==> src/hdl/launch_engage_retry_guard_unit_macros.svh <==
// Assertion helpers shared by the guard RTL.
// LERG_ASSERT    : clocked check, disabled while reset is asserted.
// LERG_ASSERT_RST: clocked check that also holds during reset.
`ifndef LAUNCH_ENGAGE_RETRY_GUARD_UNIT_MACROS_SVH
`define LAUNCH_ENGAGE_RETRY_GUARD_UNIT_MACROS_SVH

`ifndef SYNTHESIS
`define LERG_ASSERT(label, clk, rst_n, prop) \
    label: assert property (@(posedge clk) disable iff (!rst_n) prop) \
        else $error("guard assertion failed");
`define LERG_ASSERT_RST(label, clk, prop) \
    label: assert property (@(posedge clk) prop) \
        else $error("guard assertion failed");
`else
`define LERG_ASSERT(label, clk, rst_n, prop)
`define LERG_ASSERT_RST(label, clk, prop)
`endif

`endif

==> src/hdl/lerg_pkg.sv <==
package lerg_pkg;

    // Default parameter values
    localparam int TIME_WIDTH_DEF  = 32;
    localparam int SPEED_WIDTH_DEF = 16;

    // Configuration register widths
    localparam int CFG_DATA_W = 32;
    localparam int CFG_IDX_W  = 2;
    localparam int THR_W      = 15;

    // Configuration reset values
    localparam logic              GUARD_ENABLE_RST    = 1'b1;
    localparam logic [CFG_DATA_W-1:0] RETRY_PERIOD_RST  = 32'd500;
    localparam logic [CFG_DATA_W-1:0] RETRY_TIMEOUT_RST = 32'd5000;
    localparam logic [THR_W-1:0]  SPEED_THRESHOLD_RST = 15'd26;

    typedef enum logic [CFG_IDX_W-1:0] {
        CFG_GUARD_ENABLE    = 2'd0,
        CFG_RETRY_PERIOD    = 2'd1,
        CFG_RETRY_TIMEOUT   = 2'd2,
        CFG_SPEED_THRESHOLD = 2'd3
    } t_cfg_idx;

    typedef enum logic {
        CMD_REPORT = 1'b0,
        CMD_TICK   = 1'b1
    } t_cmd;

    typedef enum logic [1:0] {
        KIND_OTHER = 2'd0,
        KIND_READY = 2'd1,
        KIND_START = 2'd2,
        KIND_RESET = 2'd3
    } t_kind;

    typedef enum logic [1:0] {
        PH_IDLE      = 2'd0,
        PH_AWAIT     = 2'd1,
        PH_CONFIRMED = 2'd2,
        PH_TIMEOUT   = 2'd3
    } t_phase;

    typedef enum logic [2:0] {
        EV_NONE    = 3'd0,
        EV_READY   = 3'd1,
        EV_START   = 3'd2,
        EV_RETRY   = 3'd3,
        EV_MOTION  = 3'd4,
        EV_TIMEOUT = 3'd5,
        EV_RESET   = 3'd6
    } t_event;

    // Reported phase code when the guard is disabled
    localparam logic [2:0] PO_DISABLED = 3'd0;

    typedef struct packed {
        logic                  guard_enable;
        logic [CFG_DATA_W-1:0] retry_period;
        logic [CFG_DATA_W-1:0] retry_timeout;
        logic [THR_W-1:0]      speed_threshold;
    } t_cfg;

    // State update controls from the decision logic
    typedef struct packed {
        t_phase phase_nxt;
        logic   load_start;
        logic   load_last;
        logic   clr_times;
    } t_ctl;

    typedef struct packed {
        t_event     event_res;
        logic       send_request;
        logic       suppress_recovery;
        logic [2:0] phase_out;
    } t_result;

    // Externally reported phase: stored phase shifted past the disabled code
    function automatic logic [2:0] phase_code(input t_phase p);
        phase_code = {1'b0, p} + 3'd1;
    endfunction

endpackage

==> src/hdl/lerg_cfg_regs.sv <==
module lerg_cfg_regs (
    input  logic                           i_clk,
    input  logic                           i_rst_n,
    input  logic                           i_cfg_we,
    input  logic [lerg_pkg::CFG_IDX_W-1:0]  i_cfg_idx,
    input  logic [lerg_pkg::CFG_DATA_W-1:0] i_cfg_data,
    output lerg_pkg::t_cfg                 o_cfg
);
    import lerg_pkg::*;

    t_cfg r_cfg;

    // Register file write decode
    always_ff @(posedge i_clk) begin
        if (!i_rst_n) begin
            r_cfg.guard_enable    <= GUARD_ENABLE_RST;
            r_cfg.retry_period    <= RETRY_PERIOD_RST;
            r_cfg.retry_timeout   <= RETRY_TIMEOUT_RST;
            r_cfg.speed_threshold <= SPEED_THRESHOLD_RST;
        end else if (i_cfg_we) begin
            unique case (t_cfg_idx'(i_cfg_idx))
                CFG_GUARD_ENABLE:    r_cfg.guard_enable    <= i_cfg_data[0];
                CFG_RETRY_PERIOD:    r_cfg.retry_period    <= i_cfg_data;
                CFG_RETRY_TIMEOUT:   r_cfg.retry_timeout   <= i_cfg_data;
                CFG_SPEED_THRESHOLD: r_cfg.speed_threshold <= i_cfg_data[THR_W-1:0];
                default: ;
            endcase
        end
    end

    assign o_cfg = r_cfg;

endmodule

==> src/hdl/lerg_decide.sv <==
module lerg_decide #(
    parameter int TIME_WIDTH  = lerg_pkg::TIME_WIDTH_DEF,
    parameter int SPEED_WIDTH = lerg_pkg::SPEED_WIDTH_DEF
) (
    input  lerg_pkg::t_cfg            i_cfg,
    input  lerg_pkg::t_cmd            i_cmd,
    input  lerg_pkg::t_kind           i_kind,
    input  logic [TIME_WIDTH-1:0]     i_now,
    input  logic                      i_time_valid,
    input  logic [SPEED_WIDTH-1:0]    i_speed,
    input  logic                      i_speed_valid,
    input  lerg_pkg::t_phase          i_phase,
    input  logic [TIME_WIDTH-1:0]     i_start_time,
    input  logic [TIME_WIDTH-1:0]     i_last_time,
    output lerg_pkg::t_ctl            o_ctl,
    output lerg_pkg::t_result         o_res
);
    import lerg_pkg::*;

    localparam int CmpTw = (TIME_WIDTH > CFG_DATA_W) ? TIME_WIDTH : CFG_DATA_W;
    localparam int CmpSw = (SPEED_WIDTH > THR_W) ? SPEED_WIDTH : THR_W;

    logic [TIME_WIDTH-1:0]  since_start;
    logic [TIME_WIDTH-1:0]  since_last;
    logic [SPEED_WIDTH-1:0] speed_mag;
    logic                   motion_hit;
    logic                   timed_out;
    logic                   retry_due;

    // Magnitude as unsigned: the most negative value stays exact
    assign speed_mag  = i_speed[SPEED_WIDTH-1] ? (~i_speed + 1'b1) : i_speed;
    assign motion_hit = CmpSw'(speed_mag) >= CmpSw'(i_cfg.speed_threshold);

    // Elapsed-time checks; time running backwards is caught first
    assign since_start = i_now - i_start_time;
    assign since_last  = i_now - i_last_time;
    assign timed_out   = (i_now < i_start_time) ||
                         (CmpTw'(since_start) >= CmpTw'(i_cfg.retry_timeout));
    assign retry_due   = (i_now < i_last_time) ||
                         (CmpTw'(since_last) >= CmpTw'(i_cfg.retry_period));

    // Next state and result for one item
    always_comb begin
        o_ctl.phase_nxt        = i_phase;
        o_ctl.load_start       = 1'b0;
        o_ctl.load_last        = 1'b0;
        o_ctl.clr_times        = 1'b0;
        o_res.event_res         = EV_NONE;
        o_res.send_request      = 1'b0;
        o_res.suppress_recovery = 1'b0;
        o_res.phase_out         = phase_code(i_phase);

        if (!i_cfg.guard_enable) begin
            o_ctl.phase_nxt = PH_IDLE;
            o_ctl.clr_times = 1'b1;
            o_res.phase_out = PO_DISABLED;
        end else if (i_cmd == CMD_REPORT) begin
            if (i_time_valid) begin
                unique case (i_kind) inside
                    KIND_READY, KIND_START: begin
                        o_ctl.phase_nxt         = PH_AWAIT;
                        o_ctl.load_start        = 1'b1;
                        o_ctl.load_last         = 1'b1;
                        o_res.event_res         = (i_kind == KIND_READY) ? EV_READY : EV_START;
                        o_res.send_request      = 1'b1;
                        o_res.suppress_recovery = 1'b1;
                        o_res.phase_out         = phase_code(PH_AWAIT);
                    end
                    KIND_RESET: begin
                        o_ctl.phase_nxt = PH_IDLE;
                        o_ctl.clr_times = 1'b1;
                        o_res.event_res = (i_phase != PH_IDLE) ? EV_RESET : EV_NONE;
                        o_res.phase_out = phase_code(PH_IDLE);
                    end
                    default: begin
                        o_res.suppress_recovery = (i_phase == PH_AWAIT);
                    end
                endcase
            end
        end else if (i_phase == PH_AWAIT) begin
            if (!i_time_valid || !i_speed_valid) begin
                o_ctl.phase_nxt = PH_TIMEOUT;
                o_res.event_res = EV_TIMEOUT;
                o_res.phase_out = phase_code(PH_TIMEOUT);
            end else if (motion_hit) begin
                o_ctl.phase_nxt = PH_CONFIRMED;
                o_res.event_res = EV_MOTION;
                o_res.phase_out = phase_code(PH_CONFIRMED);
            end else if (timed_out) begin
                o_ctl.phase_nxt = PH_TIMEOUT;
                o_res.event_res = EV_TIMEOUT;
                o_res.phase_out = phase_code(PH_TIMEOUT);
            end else if (retry_due) begin
                o_ctl.load_last         = 1'b1;
                o_res.event_res         = EV_RETRY;
                o_res.send_request      = 1'b1;
                o_res.suppress_recovery = 1'b1;
            end else begin
                o_res.suppress_recovery = 1'b1;
            end
        end
    end

endmodule

==> src/hdl/lerg_pipe.sv <==
`include "launch_engage_retry_guard_unit_macros.svh"

module lerg_pipe #(
    parameter int TIME_WIDTH  = lerg_pkg::TIME_WIDTH_DEF,
    parameter int SPEED_WIDTH = lerg_pkg::SPEED_WIDTH_DEF
) (
    input  logic                       i_clk,
    input  logic                       i_rst_n,
    input  lerg_pkg::t_cfg             i_cfg,
    input  logic                       i_in_valid,
    output logic                       o_in_ready,
    input  logic                       i_cmd,
    input  logic [1:0]                 i_state_kind,
    input  logic [TIME_WIDTH-1:0]      i_now_time,
    input  logic                       i_time_valid,
    input  logic signed [SPEED_WIDTH-1:0] i_speed,
    input  logic                       i_speed_valid,
    output logic                       o_out_valid,
    input  logic                       i_out_ready,
    output lerg_pkg::t_result          o_res
);
    import lerg_pkg::*;

    // Input stage
    logic                   r_in_valid;
    t_cmd                   r_cmd;
    t_kind                  r_kind;
    logic [TIME_WIDTH-1:0]  r_now;
    logic                   r_time_valid;
    logic [SPEED_WIDTH-1:0] r_speed;
    logic                   r_speed_valid;

    // Guard state
    t_phase                 r_phase;
    logic [TIME_WIDTH-1:0]  r_start_time;
    logic [TIME_WIDTH-1:0]  r_last_time;

    // Result stage
    logic                   r_out_valid;
    t_result                r_res;

    t_ctl                   n_ctl;
    t_result                n_res;
    logic                   adv;
    logic                   in_xfer;

    // Input stage moves on when the result register is free or draining
    assign adv        = r_in_valid && (!r_out_valid || i_out_ready);
    assign o_in_ready = !r_in_valid || adv;
    assign in_xfer    = i_in_valid && o_in_ready;

    always_ff @(posedge i_clk) begin
        if (!i_rst_n) begin
            r_in_valid <= 1'b0;
        end else if (o_in_ready) begin
            r_in_valid <= i_in_valid;
        end
    end

    always_ff @(posedge i_clk) begin
        if (in_xfer) begin
            r_cmd         <= t_cmd'(i_cmd);
            r_kind        <= t_kind'(i_state_kind);
            r_now         <= i_now_time;
            r_time_valid  <= i_time_valid;
            r_speed       <= i_speed;
            r_speed_valid <= i_speed_valid;
        end
    end

    lerg_decide #(
        .TIME_WIDTH  (TIME_WIDTH),
        .SPEED_WIDTH (SPEED_WIDTH)
    ) u_decide (
        .i_cfg         (i_cfg),
        .i_cmd         (r_cmd),
        .i_kind        (r_kind),
        .i_now         (r_now),
        .i_time_valid  (r_time_valid),
        .i_speed       (r_speed),
        .i_speed_valid (r_speed_valid),
        .i_phase       (r_phase),
        .i_start_time  (r_start_time),
        .i_last_time   (r_last_time),
        .o_ctl         (n_ctl),
        .o_res         (n_res)
    );

    // State commits with the item leaving the input stage
    always_ff @(posedge i_clk) begin
        if (!i_rst_n) begin
            r_phase      <= PH_IDLE;
            r_start_time <= '0;
            r_last_time  <= '0;
        end else if (adv) begin
            r_phase <= n_ctl.phase_nxt;
            if (n_ctl.clr_times) begin
                r_start_time <= '0;
                r_last_time  <= '0;
            end else begin
                if (n_ctl.load_start) r_start_time <= r_now;
                if (n_ctl.load_last)  r_last_time  <= r_now;
            end
        end
    end

    // Result register
    always_ff @(posedge i_clk) begin
        if (!i_rst_n) begin
            r_out_valid <= 1'b0;
        end else if (adv) begin
            r_out_valid <= 1'b1;
        end else if (i_out_ready) begin
            r_out_valid <= 1'b0;
        end
    end

    always_ff @(posedge i_clk) begin
        if (adv) begin
            r_res <= n_res;
        end
    end

    assign o_out_valid = r_out_valid;
    assign o_res       = r_res;

    // A stalled result is never dropped
    `LERG_ASSERT(a_out_hold, i_clk, i_rst_n, (r_out_valid && !i_out_ready) |=> r_out_valid)
    // Requests only go out with a request event
    `LERG_ASSERT(a_send_ev, i_clk, i_rst_n, (r_out_valid && r_res.send_request) |-> (r_res.event_res == EV_READY || r_res.event_res == EV_START || r_res.event_res == EV_RETRY))
    // Suppression is only reported while awaiting motion
    `LERG_ASSERT(a_sup_phase, i_clk, i_rst_n, (r_out_valid && r_res.suppress_recovery) |-> (r_res.phase_out == phase_code(PH_AWAIT)))
    // A timeout result leaves the guard in the timed-out phase
    `LERG_ASSERT(a_timeout_state, i_clk, i_rst_n, (adv && n_res.event_res == EV_TIMEOUT) |=> (r_phase == PH_TIMEOUT))
    // Reported phase matches the stored phase while enabled
    `LERG_ASSERT(a_phase_match, i_clk, i_rst_n, (adv && i_cfg.guard_enable) |=> (r_res.phase_out == phase_code(r_phase)))

endmodule

==> src/hdl/launch_engage_retry_guard_unit.sv <==
// Launch engage retry guard.
// An item passes the input register, then the result register, before its result transfers.
// Throughput: one item per cycle unless stalled; state read and updated in one decision stage.
// A stalled result register holds one item while the input stage holds the next.
// Reset (i_rst_n low, synchronous): pipeline empty, phase idle, times zero, registers default.
module launch_engage_retry_guard_unit #(
    parameter int TIME_WIDTH  = lerg_pkg::TIME_WIDTH_DEF,
    parameter int SPEED_WIDTH = lerg_pkg::SPEED_WIDTH_DEF
) (
    input  logic                           i_clk,
    input  logic                           i_rst_n,
    // Configuration
    input  logic                           i_cfg_we,
    input  logic [lerg_pkg::CFG_IDX_W-1:0]  i_cfg_idx,
    input  logic [lerg_pkg::CFG_DATA_W-1:0] i_cfg_data,
    // Input channel
    input  logic                           i_in_valid,
    output logic                           o_in_ready,
    input  logic                           i_cmd,
    input  logic [1:0]                     i_state_kind,
    input  logic [TIME_WIDTH-1:0]          i_now_time,
    input  logic                           i_time_valid,
    input  logic signed [SPEED_WIDTH-1:0]  i_speed,
    input  logic                           i_speed_valid,
    // Output channel
    output logic                           o_out_valid,
    input  logic                           i_out_ready,
    output logic [2:0]                     o_event_res,
    output logic                           o_send_request,
    output logic                           o_suppress_recovery,
    output logic [2:0]                     o_phase_out
);
    import lerg_pkg::*;

    t_cfg    cfg;
    t_result res;

    lerg_cfg_regs u_cfg_regs (
        .i_clk      (i_clk),
        .i_rst_n    (i_rst_n),
        .i_cfg_we   (i_cfg_we),
        .i_cfg_idx  (i_cfg_idx),
        .i_cfg_data (i_cfg_data),
        .o_cfg      (cfg)
    );

    lerg_pipe #(
        .TIME_WIDTH  (TIME_WIDTH),
        .SPEED_WIDTH (SPEED_WIDTH)
    ) u_pipe (
        .i_clk         (i_clk),
        .i_rst_n       (i_rst_n),
        .i_cfg         (cfg),
        .i_in_valid    (i_in_valid),
        .o_in_ready    (o_in_ready),
        .i_cmd         (i_cmd),
        .i_state_kind  (i_state_kind),
        .i_now_time    (i_now_time),
        .i_time_valid  (i_time_valid),
        .i_speed       (i_speed),
        .i_speed_valid (i_speed_valid),
        .o_out_valid   (o_out_valid),
        .i_out_ready   (i_out_ready),
        .o_res         (res)
    );

    assign o_event_res         = res.event_res;
    assign o_send_request      = res.send_request;
    assign o_suppress_recovery = res.suppress_recovery;
    assign o_phase_out         = res.phase_out;

endmodule
==> config.mk <==
export PLATFORM = sky130hd
export DESIGN_NAME = launch_engage_retry_guard_unit
export DESIGN_NICKNAME = d
export VERILOG_FILES = /design/src/hdl/lerg_pkg.sv /design/src/hdl/lerg_cfg_regs.sv /design/src/hdl/lerg_decide.sv /design/src/hdl/lerg_pipe.sv /design/src/hdl/launch_engage_retry_guard_unit.sv
export VERILOG_INCLUDE_DIRS = /design/src /design/src/hdl
export SDC_FILE = /design/constraint.sdc
export NUM_CORES = 1
export LEC_CHECK = 0
export BUFFER_PORTS_ARGS = -buffer_cell sky130_fd_sc_hd__buf_2
export CORE_ASPECT_RATIO = 0.5
export CORE_UTILIZATION = 59
export CTS_CLUSTER_DIAMETER = 150
export DETAILED_ROUTE_END_ITERATION = 8
export PLACE_DENSITY_LB_ADDON = 0.3
export SYNTH_ARGS = -nofsm -noshare
export SYNTH_HDL_FRONTEND = slang
export SYNTH_SLANG_ARGS = --single-unit
export TNS_END_PERCENT = 50
==> constraint.sdc <==
create_clock -name i_clk -period 6.5 [get_ports i_clk]
set_input_delay 0.65 -clock i_clk [delete_from_list [all_inputs] [get_ports i_clk]]
set_output_delay 0.65 -clock i_clk [all_outputs]
set_load 0.03 [all_outputs]
==> results of run 1 <==
registers in the layout (all words and copies together) (netlist names):
register and count:
u_pipe.r_in_valid 1, u_pipe.r_speed_valid 1, u_pipe.r_last_time 32, u_pipe.o_res 8, u_pipe.r_phase 2, u_pipe.r_start_time 32, u_pipe.r_time_valid 1, u_cfg_regs.o_cfg 80
u_pipe.r_now 32, u_pipe.r_kind 2, u_pipe.o_out_valid 1, u_pipe.r_cmd 1, u_pipe.r_speed 16
worst max path at each step:
| stage | endpoint | startpoint | cells after the start | slack, ps |
|---|---|---|---|---|
| global placement | u_pipe.r_last_time[4] | u_pipe.r_now[14] | 19 | 730 |
| floorplan | u_pipe.r_last_time[10] | u_pipe.r_now[14] | 22 | 1110 |
| global route | u_pipe.r_last_time[8] | u_pipe.r_now[14] | 21 | 90 |
| finish | u_pipe.r_last_time[8] | u_pipe.r_now[14] | 21 | 470 |
| CTS | u_pipe.r_last_time[8] | u_pipe.r_now[14] | 21 | 520 |
| detailed placement | u_pipe.r_last_time[8] | u_pipe.r_now[14] | 21 | 570 |
per-stage QoR:
step	power (uW)	instance area [sq um]
5_1_grt	3440	14800
6_report	3290	14800
4_1_cts	3300	14800
2_1_floorplan	1960	13500
3_5_place_dp	2160	14200
3_3_place_gp	2130	14200
metal layers:
layer | up-vias | part of all wire (%)
li1 | 5644 | -
met1 | 5390 | 46
met2 | 321 | 46
met3 | 58 | 5.8
met4 | 0 | 2.0
met5 | - | 0
kinds of logic after synthesis:
kind of cell | synth area share (%)
muxes | 2.69
buffers and inverters | 6.78
AOI/OAI and AO/OA | 18.9
DFF | 35.5
adders and majority gates | 14.2
and+or+nand+nor | 17.4
xor gates and xnor gates | 4.54
area by class of cell:
class                           instances  area share, %
Clock buffer                           28           3.79
Clock inverter                          8          0.380
Inverter                              167           4.23
Multi-Input combinational cell       1158           52.7
Sequential cell                       209           32.4
Tap cell                              300           2.53
Timing Repair Buffer                  109           3.94
cell usage after synthesis (all sizes together), types with 34 or more instances:
cell,number,share of area [%]
ha,150,14
clkbuf,55,1.6
nand3,77,2.9
nand2,278,7.7
mux2i,34,2.5
o21ai,58,2.2
a21boi,108,6.0
inv,167,4.6
a21oi,89,3.3
dfxtp,148,22
xnor2,50,3.2
edfxtp,61,14
nor2,58,1.6
critical path, cell delays in order, from the launching register on:
cell,delay [ps]
edfxtp_1,440
ha_1,410
a21o_1,220
a31o_2,210
a221oi_1,490
nand2_1,150
and2_1,210
o31a_1,290
a221o_1,330
a21oi_1,180
xnor2_1,140
ha_1,270
o21ai_0,170
a21oi_1,60
nor2_1,100
a311oi_1,60
a2111oi_0,370
or4b_4,550
or4b_4,570
o21ai_4,160
buf_12,250
mux2i_1,260
power groups by stage:
stage                     Sequential, uW  Combinational, uW  Clock, uW
after floorplan                     1450                502          0
after global placement              1460                675          0
after detailed placement            1460                699          0
after CTS                           1430                705       1160
after global routing                1440                795       1210
final                               1430                712       1140
layout by cell type, fill, tap and decap left out, drive strengths merged, types with 24 or more instances in the layout:
| cell type | instances |
|---|---|
| nand2 | 278 |
| inv | 168 |
| ha | 150 |
| dfxtp | 148 |
| a21boi | 108 |
| buf | 108 |
| a21oi | 89 |
| nand3 | 77 |
| edfxtp | 61 |
| nor2 | 58 |
| o21ai | 58 |
| xnor2 | 50 |
| mux2i | 34 |
| clkbuf | 28 |
| o211ai | 25 |
| a21o | 24 |
==> flow_summary.yaml, run 1 <==
power:
  switching_power_uw: 987
  power_frac_clock_pct: 34.7
  p_leak_uw: 0.00565
  p_per_area_mw_per_mm2: 222
  p_int_uw: 2300
  comb_power_share_pct: 21.7
  seqPwrFrac_pct: 43.6
  ir_drop_mv: 0.199
  p_sw_share_pct: 30.1
timing:
  rsz0062_at_grt: "no"
  clock_skew_ps: 18.3
  worst_pin_slew_ps: 980
  hold_violations: 0
  tns_ps: 0
  fin_crit_ps: 6030
  final_max_slew_viol_count: 0
  fmax_ghz: 0.166
  min_period_over_period_pct: 92.8
  setup_viol: 0
  layout_setup_ws_ps: 470
  holdWs_ps: 305
  maxSlewHeadroom_pct: 34.5
clocking:
  cts_setup_buffers: 0
  post_cts_resized: 0
  clock_path_buffers: 3
  cts_sinks: 209
  worstSkewPairLatency_ps: 520
  cts_tree: "done"
  numCtsBuffers: 20
  cts_hold_buffers: 0
  cts_root_buf: "clkbuf_16"
  cts-htree-levels: 1
  clk_pin_slew_ps: 70
run_status:
  status: "finished clean"
worst_hold_path:
  holdPathEnd: "u_pipe.r_speed[6]"
  min_path_cells: 1
  hp-class: "primary input to flop"
  min_from: "i_speed[6]"
routing:
  routed_wirelength_um: 34200
  drt-initial-drc-count: 795
  ant_nets: 0
  viasPerCell: 5.77
  drcViolationCount: 0
  via_count: 11400
  firstDrtPassIters: 5
  post_drt_wl_per_cell_um: 17.3
global_routing:
  grt-busiest-layer: "met2"
  antenna_found_initial: 1
  grt_overflow: 0
  grt_pass1_wl_um: 54200
  grt_use_total_pct: 28.8
  grtUsageMet2_pct: 49.3
  met3_usage_pct: 3.82
  grt_max_degree: 97
  grt_pass1_vias: 10900
  grt_use_met1_pct: 39.0
floorplan:
  row_count: 38
  die_h_um: 109
  design.core.area_sq_mm: 0.0221
  die_area_sq_mm: 0.0235
  num_io_pins: 102
  start_util_pct: 61.2
  fp.dieW_um: 216
setup_path:
  start_kind: "flop"
  timing.rr.start: "u_pipe.r_now[14]"
  reg2reg_depth: 21
  reg2reg_slack_ps: 470
  arrival_ps: 6460
  crit_required_ps: 6930
  critical_path_class: "flop to flop"
  endpoint_kind: "flop"
  cp_max_fo: 32
  r2r-end: "u_pipe.r_last_time[8]"
synthesis:
  syn_area_per_cell_sq_um: 8.45
  ys_ff_latch: 209
  syn_nets: 1840
  yosysSeqAreaShare_pct: 35.5
  synth_area_sq_mm: 0.0135
  synth_edf_count: 61
  synth_ff_type: "dfxtp_1"
  synth_warnings: 0
  async_flop_share_pct: 0
  yosysUniqueCellTypes: 67
  syn_inst: 1596
placed_design:
  dp_slack_ps: 569
  dp_cells: 1943
  dp_hpwl_um: 25800
  port_buffers: 101
  place_congestion: 0.997
cells_and_area:
  fin_cells: 1979
  nets: 1909
  register_area_sq_mm: 0.00479
  multi_input_area_sq_mm: 0.00781
  diodes: 0
  drive_gt1_share_pct: 9.65
  fillers: 1845
  finish.utilization_pct: 67.1
  area_growth_pct: 9.77
job:
  drv_cap: 0
Note: power is estimated with default switching activity, not from simulation.
==> run 2: changes to the inputs <==
- RECOVER_POWER: not set -> 25
==> flow_summary.yaml, run 2 (synthesis gave the netlist of run 1 again) <==
cells_and_area:
  fin_cells: 1979
  fillers: 1849
  nets: 1909
  diodes: 0
  area_growth_pct: 9.73
  final_cell_mix: "nand2_1 (278), inv_1 (167), ha_1 (150)"
  largest_reg_flops: 80
  drive_gt1_share_pct: 9.47
  final_common_cell: "nand2_1"
routing:
  post_drt_wl_per_cell_um: 17.3
  viasPerCell: 5.78
  via_count: 11400
  routed_wirelength_um: 34200
  ant_nets: 0
  drcViolationCount: 0
  firstDrtPassIters: 6
  drt-initial-drc-count: 799
run_status:
  status: "finished, violations left"
  violations: "max-capacitance violations, max-slew violations"
global_routing:
  antenna_found_initial: 1
  grt_pass1_vias: 10900
  grt_overflow: 0
  grt_use_total_pct: 28.8
  grt_max_degree: 97
  grt_pass1_wl_um: 54200
floorplan:
  die_area_sq_mm: 0.0235
  num_io_pins: 102
  start_util_pct: 61.2
  fp.dieW_um: 216
  design.core.area_sq_mm: 0.0221
  die_h_um: 109
  row_count: 38
power:
  power_frac_clock_pct: 34.7
  p_per_area_mw_per_mm2: 222
  fin_total_pwr_uw: 3290
  p_int_uw: 2300
  ir_drop_mv: 0.199
  seqPwrFrac_pct: 43.6
  comb_power_share_pct: 21.7
  switching_power_uw: 987
  p_sw_share_pct: 30.0
  p_leak_uw: 0.00564
placed_design:
  dp_hpwl_um: 25800
  port_buffers: 101
  dp_cells: 1943
  place_congestion: 0.997
  dp_slack_ps: 569
clocking:
  cts_hold_buffers: 0
  cts_root_buf: "clkbuf_16"
  clock_path_buffers: 3
  cts_setup_buffers: 0
  worstSkewPairLatency_ps: 520
  cts_sinks: 209
  cts_tree: "done"
  clk_pin_slew_ps: 70
  numCtsBuffers: 20
  cts-htree-levels: 1
  post_cts_resized: 0
setup_path:
  critical_path_class: "flop to flop"
  cp_top_family: "compound AO/OA/AOI/OAI gates"
  reg2reg_depth: 21
  crit_chain: "ha_1 -> a21o_1 -> a31o_2 -> a221oi_1 -> nand2_1 -> and2_1 -> o31a_1 -> a221o_1 -> a21oi_1 -> xnor2_1 -> ha_1 -> o21ai_0 -> a21oi_1 -> nor2_1 -> a311oi_1 -> a2111oi_0 -> or4b_4 -> or4b_4 -> o21ai_4 -> buf_12 -> mux2i_1"
  start_kind: "flop"
  cp.depth: 21
  endpoint_kind: "flop"
  cp_slowest_stage_delay_ps: 570
  arrival_ps: 6490
  cp_max_fo: 32
  crit_buf_inv: 1
  crit_required_ps: 6930
  slowest_stage: "or4b_4"
job:
  drv_cap: 1
timing:
  layout_setup_ws_ps: 442
  min_period_over_period_pct: 93.2
  fin_crit_ps: 6060
  worst_pin_slew_ps: 3700
  clock_skew_ps: 17.8
  tns_ps: 0
  setup_viol: 0
  rsz0062_at_grt: "no"
  fmax_ghz: 0.165
  holdWs_ps: 305
  maxSlewHeadroom_pct: -146
  final_max_slew_viol_count: 97
  hold_violations: 0
worst_hold_path:
  min_path_cells: 1
  hp-class: "primary input to flop"
run 2: cell types whose count changed in the layout (fill, tap and decap cells not counted), sizes merged:
cell / before / now
buf: 108 / 105
clkbuf: 28 / 31
run 2: final timing paths:
check | slack (ps) | to | from
setup / recovery | 440 | u_pipe.r_last_time[8] | u_pipe.r_now[14]
hold / removal | 300 | u_pipe.r_speed[6] | i_speed[6]
setup reg to reg | 440 | u_pipe.r_last_time[8] | u_pipe.r_now[14]
hold reg to reg | 460 | u_pipe.r_last_time[5] | u_pipe.r_last_time[5]
run 2: area by class of cell:
| type | instances | area (sq um) | area share (%) |
|---|---|---|---|
| tap | 300 | 375 | 2.54 |
| timing repair buffer | 109 | 577 | 3.90 |
| inverter | 167 | 627 | 4.23 |
| clock inverter | 8 | 56.3 | 0.380 |
| sequential | 209 | 4790 | 32.4 |
| clock buffer | 28 | 562 | 3.79 |
| multi-input combinational | 1158 | 7810 | 52.8 |
run 2: per-layer routing:
layer | vias to the layer above | routed length [um] | global-route usage (%)
li1 | 5645 | - | -
met1 | 5406 | 15800 | 39.0
met2 | 335 | 15700 | 49.3
met3 | 54 | 2010 | 3.82
met4 | 0 | 677 | 6.74
met5 | - | 0 | 0
run 2: power groups by stage:
stage	clock network, uW	logic [uW]	registers (uW)
global placement	0	675	1460
floorplan	0	502	1450
CTS	1160	705	1430
detailed placement	0	699	1460
finish	1140	714	1430
global route	1210	797	1440
run 2: through the flow:
step | utilization, % | cell area (sq um)
2_1_floorplan | - | 13500
3_3_place_gp | 64.3 | 14200
3_5_place_dp | 64.3 | 14200
4_1_cts | 67.1 | 14800
5_1_grt | 67.1 | 14800
6_report | 67.1 | 14800
